## src/bsnm_pkg.sv

```systemverilog
// ----------------------------------------------------------------------------
// bsnm_pkg
// Shared types and constants of the box set nearest merge check block.
// ----------------------------------------------------------------------------
`default_nettype none

package bsnm_pkg;

   // Request operation codes.
   localparam int OP_W = 2;
   localparam logic [OP_W-1:0] OP_LOAD_LOWER = 2'd0;
   localparam logic [OP_W-1:0] OP_LOAD_UPPER = 2'd1;
   localparam logic [OP_W-1:0] OP_EVALUATE   = 2'd2;

   // Response status codes.
   localparam int STATUS_W = 2;
   typedef logic [STATUS_W-1:0] status_type;
   localparam status_type STATUS_CHECKED  = 2'd0;
   localparam status_type STATUS_MISMATCH = 2'd1;
   localparam status_type STATUS_EMPTY    = 2'd2;
   localparam status_type STATUS_OVERFLOW = 2'd3;

   // Configuration register indexes and widths.
   localparam int CSR_INDEX_W = 8;
   localparam int CSR_DATA_W  = 32;
   localparam logic [CSR_INDEX_W-1:0] CSR_IMAGE_HEIGHT       = 8'd0;
   localparam logic [CSR_INDEX_W-1:0] CSR_MILEAGE_INTERVAL   = 8'd1;
   localparam logic [CSR_INDEX_W-1:0] CSR_DISTANCE_THRESHOLD = 8'd2;
   localparam logic [CSR_INDEX_W-1:0] CSR_EDGE_THRESHOLD     = 8'd3;

   localparam int HEIGHT_W   = 13;
   localparam int MILEAGE_W  = 32;
   localparam int DIST_THR_W = 14;
   localparam int EDGE_THR_W = 13;

   // Mileage tolerance of 0.01 expressed in thousandths.
   localparam logic [MILEAGE_W-1:0] MILEAGE_TOL = 32'd10;

   // Response field widths.
   localparam int INDEX_OUT_W = 6;
   localparam int DIST_OUT_W  = 29;

   // Depth of the pair pipeline, waited out in the drain state after the walk.
   localparam int PIPE_LAT = 3;
   localparam int DRAIN_W  = 2;

   // Commands from the controller to the datapath.
   typedef struct packed {
      logic load_lower;
      logic load_upper;
      logic capture;
      logic check;
      logic walk_valid;
      logic walk_first;
      logic emit;
   } cmd_type;

endpackage

`default_nettype wire

```

## src/bsnm_ctrl.sv

```systemverilog
// ----------------------------------------------------------------------------
// bsnm_ctrl
// Sequencer: decodes requests, runs the status check, walks every
// lower/upper pair and issues the response.
// ----------------------------------------------------------------------------
`default_nettype none

module bsnm_ctrl #(
   parameter int IDX_W = 6
) (
   input  wire logic                       clock,
   input  wire logic                       reset,
   input  wire logic                       start,
   input  wire logic [bsnm_pkg::OP_W-1:0]  op,
   input  wire bsnm_pkg::status_type       sts,
   input  wire logic [IDX_W-1:0]           lower_last,
   input  wire logic [IDX_W-1:0]           upper_last,
   output logic                            busy,
   output bsnm_pkg::cmd_type               cmd,
   output logic [IDX_W-1:0]                lower_addr,
   output logic [IDX_W-1:0]                upper_addr
);

   import bsnm_pkg::*;

   typedef enum logic [4:0] {
      ST_IDLE   = 5'b00001,
      ST_CHECK  = 5'b00010,
      ST_WALK   = 5'b00100,
      ST_DRAIN  = 5'b01000,
      ST_FINISH = 5'b10000
   } state_type;

   state_type          state_ff, state_in;
   logic [IDX_W-1:0]   i_ff, i_in;
   logic [IDX_W-1:0]   j_ff, j_in;
   logic [DRAIN_W-1:0] drain_ff, drain_in;

   always_comb begin
      state_in = state_ff;
      i_in     = i_ff;
      j_in     = j_ff;
      drain_in = drain_ff;
      cmd      = '0;
      case (state_ff)
         ST_IDLE: begin
            if (start) begin
               case (op)
                  OP_LOAD_LOWER: cmd.load_lower = 1'b1;
                  OP_LOAD_UPPER: cmd.load_upper = 1'b1;
                  OP_EVALUATE: begin
                     cmd.capture = 1'b1;
                     state_in    = ST_CHECK;
                  end
                  default: ;
               endcase
            end
         end
         ST_CHECK: begin
            cmd.check = 1'b1;
            i_in      = '0;
            j_in      = '0;
            if (sts == STATUS_CHECKED) begin
               state_in = ST_WALK;
            end else begin
               state_in = ST_FINISH;
            end
         end
         ST_WALK: begin
            cmd.walk_valid = 1'b1;
            cmd.walk_first = (i_ff == '0) && (j_ff == '0);
            if (j_ff == upper_last) begin
               j_in = '0;
               if (i_ff == lower_last) begin
                  drain_in = '0;
                  state_in = ST_DRAIN;
               end else begin
                  i_in = i_ff + 1'b1;
               end
            end else begin
               j_in = j_ff + 1'b1;
            end
         end
         ST_DRAIN: begin
            drain_in = drain_ff + 1'b1;
            if (drain_ff == DRAIN_W'(PIPE_LAT - 1)) begin
               state_in = ST_FINISH;
            end
         end
         ST_FINISH: begin
            cmd.emit = 1'b1;
            state_in = ST_IDLE;
         end
         default: begin
            state_in = ST_IDLE;
         end
      endcase
   end

   always_ff @(posedge clock) begin
      if (reset) begin
         state_ff <= ST_IDLE;
         i_ff     <= '0;
         j_ff     <= '0;
         drain_ff <= '0;
      end else begin
         state_ff <= state_in;
         i_ff     <= i_in;
         j_ff     <= j_in;
         drain_ff <= drain_in;
      end
   end

   assign busy       = (state_ff != ST_IDLE);
   assign lower_addr = i_ff;
   assign upper_addr = j_ff;

endmodule

`default_nettype wire

```

## config.mk

```make
export PLATFORM = sky130hd
export DESIGN_NAME = bsnm_ctrl
export DESIGN_NICKNAME = d
export VERILOG_FILES = /design/src/bsnm_pkg.sv /design/src/bsnm_ctrl.sv
export SDC_FILE = /design/constraint.sdc
export NUM_CORES = 1
export LEC_CHECK = 0
export BUFFER_PORTS_ARGS = -buffer_cell sky130_fd_sc_hd__buf_2
export CORE_MARGIN = 2
export CORE_UTILIZATION = 52
export CTS_BUF_LIST = sky130_fd_sc_hd__clkbuf_2
export DETAILED_ROUTE_END_ITERATION = 16
export GPL_TIMING_DRIVEN = 0
export PLACE_DENSITY_LB_ADDON = 0.05
export SYNTH_ARGS = -nofsm -noshare
export SYNTH_HDL_FRONTEND = slang
export SYNTH_SLANG_ARGS = --single-unit
```

## constraint.sdc

```tcl
create_clock -name clock -period 2.5 [get_ports clock]
set_clock_uncertainty 0.2 [all_clocks]
set_input_delay 0.125 -clock clock [delete_from_list [all_inputs] [get_ports clock]]
set_output_delay 0.125 -clock clock [all_outputs]
set_load 0.01 [all_outputs]
```

==> results.cfg <==
[route]
dr.pass1.iters = 4
num_vias = 1230
drt_iter0_markers = 44
drc = 0
drt-vias-per-instance = 5.59
post_drt_wl_per_cell_um = 13.4
drtAntennaViolNets = 0
wl_um = 2940

[layout]
multi_input_area_sq_um = 774
n_fill_cell = 193
drive_gt1_share_pct = 27.1
utilization_pct = 68.4
seqCellArea_sq_um = 380
final_nets = 217
stdcell_count = 220
area_delta_synth_final_pct = 23.2
insertedDiodeCount = 0

[floorplanning]
io_pins = 39
coreArea_sq_um = 2210
initial_utilization_pct = 55.5
die_area_sq_um = 2770
die_h_um = 52.6
std_cell_rows = 17
fp.dieW_um = 52.6

[clock_tree]
h-tree-depth = 1
cts.repair.resized = 0
cts_tree = built
clk_pin_slew_ns = 0.21
cts_root_buf = clkbuf_2
numCtsBuffers = 3
insertion_delay_ns = 0.32
clock_path_buffers = 2
cts_sinks = 19

[setup_path]
path_cells = or3_4, or2_1, buf_2, a31oi_4, buf_6, buf_6, nand3b_1, a31oi_1
max_stage_delay_ns = 0.39
critPathMaxFanout = 10
crit_path_end_kind = flop
critPathKind = flop to flop
worst_path_most_repeated_cell = buf_6
cp_slowest_cell = dfxtp_1
required_ns = 2.56
startpoint_type = flop
critPathArrivalTime_ns = 2.32

[logic_synthesis]
syn_nets = 170
async_reset_ff_share_pct = 0
yosys_warnings = 0
syn_area_per_cell_sq_um = 8.41
ys_seq_area_share_pct = 31.0
synth_edf_count = 0
syn_area_sq_um = 1230
netlist_instances = 146
synth_cell_type_count = 42
synth_seq_cells = 19
synth_flop_cell = dfxtp_1

[global_routing]
grt_max_degree = 11
antenna_found_initial = 0
grt_pass1_wl_um = 4970
grt_usage_pct = 24.4
overflow = 0
grt_pass1_vias = 1119

[placement]
io_buffers = 38
place_inst = 212
hpwl_um = 2190
gp_congestion = 0.829

[power_and_ir_drop]
total_power_mw = 0.581
irDropWorstVdd_uv = 323
p_per_area_nw_per_um2 = 384
leakage_nw = 0.634

[timing]
whs_ns = 0.0184
period_share_pct = 90.3
setup_viol = 0
tightestPinTransition_ns = 0.484
drv_slew = 0
hold_viol_final = 0
relSlewSlack_pct = 67.7
setup_tns_ns = 0
min_period_ns = 2.26
rsz0062_at_grt = no
clock.fmax_mhz = 443

[run]
drv_cap = 0

[outcome]
outcome = completed

[min_path]
holdCritPathClass = input port to flop
-- registers in the layout (all words and copies together) (netlist names) --
signal	cells
lower_addr	6
state_ff	5
drain_ff	2
upper_addr	6
-- cells by family (layout without fill, tap and decap cells) --
logic type	after synthesis	in the layout	synth area share (%)
DFF	19	19	31.0
and+or+nand+nor	65	65	29.7
buffers and inverters	13	59	5.91
muxes	1	1	0.816
adders and majority gates	5	5	5.10
xor gates and xnor gates	12	12	8.56
AOI/OAI and AO/OA	31	31	19.0
-- routing by layer --
metal,wire length (um),up-vias,track usage (%)
li1,-,623,-
met1,1350,575,30.0
met2,1450,30,44.4
met3,122,2,2.86
met4,17,0,6.41
met5,0,-,0
-- worst max-delay path, delay by kind of cell, from the launching register on --
family	cells	cell delay (ns)
buffers and inverters	3	0.49
AO/OA/AOI/OAI	2	0.41
flip-flops	1	0.39
AND/OR/NAND/NOR	3	0.72
-- worst paths after layout --
kind                    start             to  slack, ns  depth (start not counted)
setup / recovery  state_ff[0]  upper_addr[2]       0.24                          8
hold / removal          start    state_ff[0]       0.02                          4
setup reg to reg  state_ff[0]  upper_addr[2]       0.24                          8
hold reg to reg   drain_ff[1]    drain_ff[1]       0.33                          2
-- cell usage in the layout (no fill, tap or decap), types with 2 or more instances in the layout --
cell	instances
clkbuf_2	4
o31ai_1	4
nand2b_1	2
a221oi_1	2
nor3b_1	4
nand2_1	10
o21ai_0	3
a31oi_1	2
dlygate4sd3_1	4
xnor2_1	6
dfxtp_1	19
ha_1	5
nor2_1	14
or3_1	3
nor3_1	3
buf_2	39
inv_1	8
nand3_1	8
xor2_1	6
and2_1	2
or4_1	5
nor4_1	2
a21oi_1	8
nand3b_1	4
buf_6	3
o21ai_1	4
-- Yosys cell counts (2+ instances only) --
cell / n / share of area (%)
nor4_1: 2 / 1.0
nor3b_1: 4 / 2.4
nor2_1: 14 / 4.3
a21oi_1: 8 / 3.3
nand3b_1: 4 / 2.4
o21ai_0: 3 / 1.2
a221oi_1: 2 / 1.4
o21ai_1: 4 / 1.6
a31oi_1: 2 / 1.0
buf_6: 3 / 2.8
inv_1: 8 / 2.4
and2_1: 2 / 1.0
o31ai_1: 4 / 2.4
dfxtp_1: 19 / 31
or4_1: 5 / 3.1
nand3_1: 8 / 3.3
ha_1: 5 / 5.1
nor3_1: 3 / 1.2
or3_1: 3 / 1.5
xor2_1: 6 / 4.3
nand2b_1: 2 / 1.0
nand2_1: 10 / 3.1
xnor2_1: 6 / 4.3
-- stage by stage --
stage                     area (sq um)  worst slack (ns)
after floorplan                   1230             0.454
after global placement            1450             0.331
after detailed placement          1450             0.294
after CTS                         1510             0.271
after global routing              1510             0.139
final                             1510             0.243
-- report_power, final --
| group | internal (mW) | leakage, nW | switching [mW] | total, mW |
|---|---|---|---|---|
| registers | 0.311 | 0.153 | 0.00848 | 0.319 |
| logic | 0.0559 | 0.464 | 0.0600 | 0.116 |
| clock network | 0.0424 | 0.0166 | 0.103 | 0.146 |
-- layout make-up --
| type | instances | area share (%) |
|---|---|---|
| plain buffers | 5 | 2.81 |
| clock buffers | 4 | 1.32 |
| inverters | 8 | 1.99 |
| multi-input cells | 114 | 51.2 |
| flip-flops and latches | 19 | 25.1 |
| well taps | 28 | 2.32 |
| repair buffers | 42 | 15.2 |
-- what timing repair did --
action	4_1_cts	5_1_grt
endpoints found under the setup margin	0	0
hold buffers	4	0
endpoints found under the hold margin	8	0
setup buffers	0	0
Power figures use the tool's default switching activity.
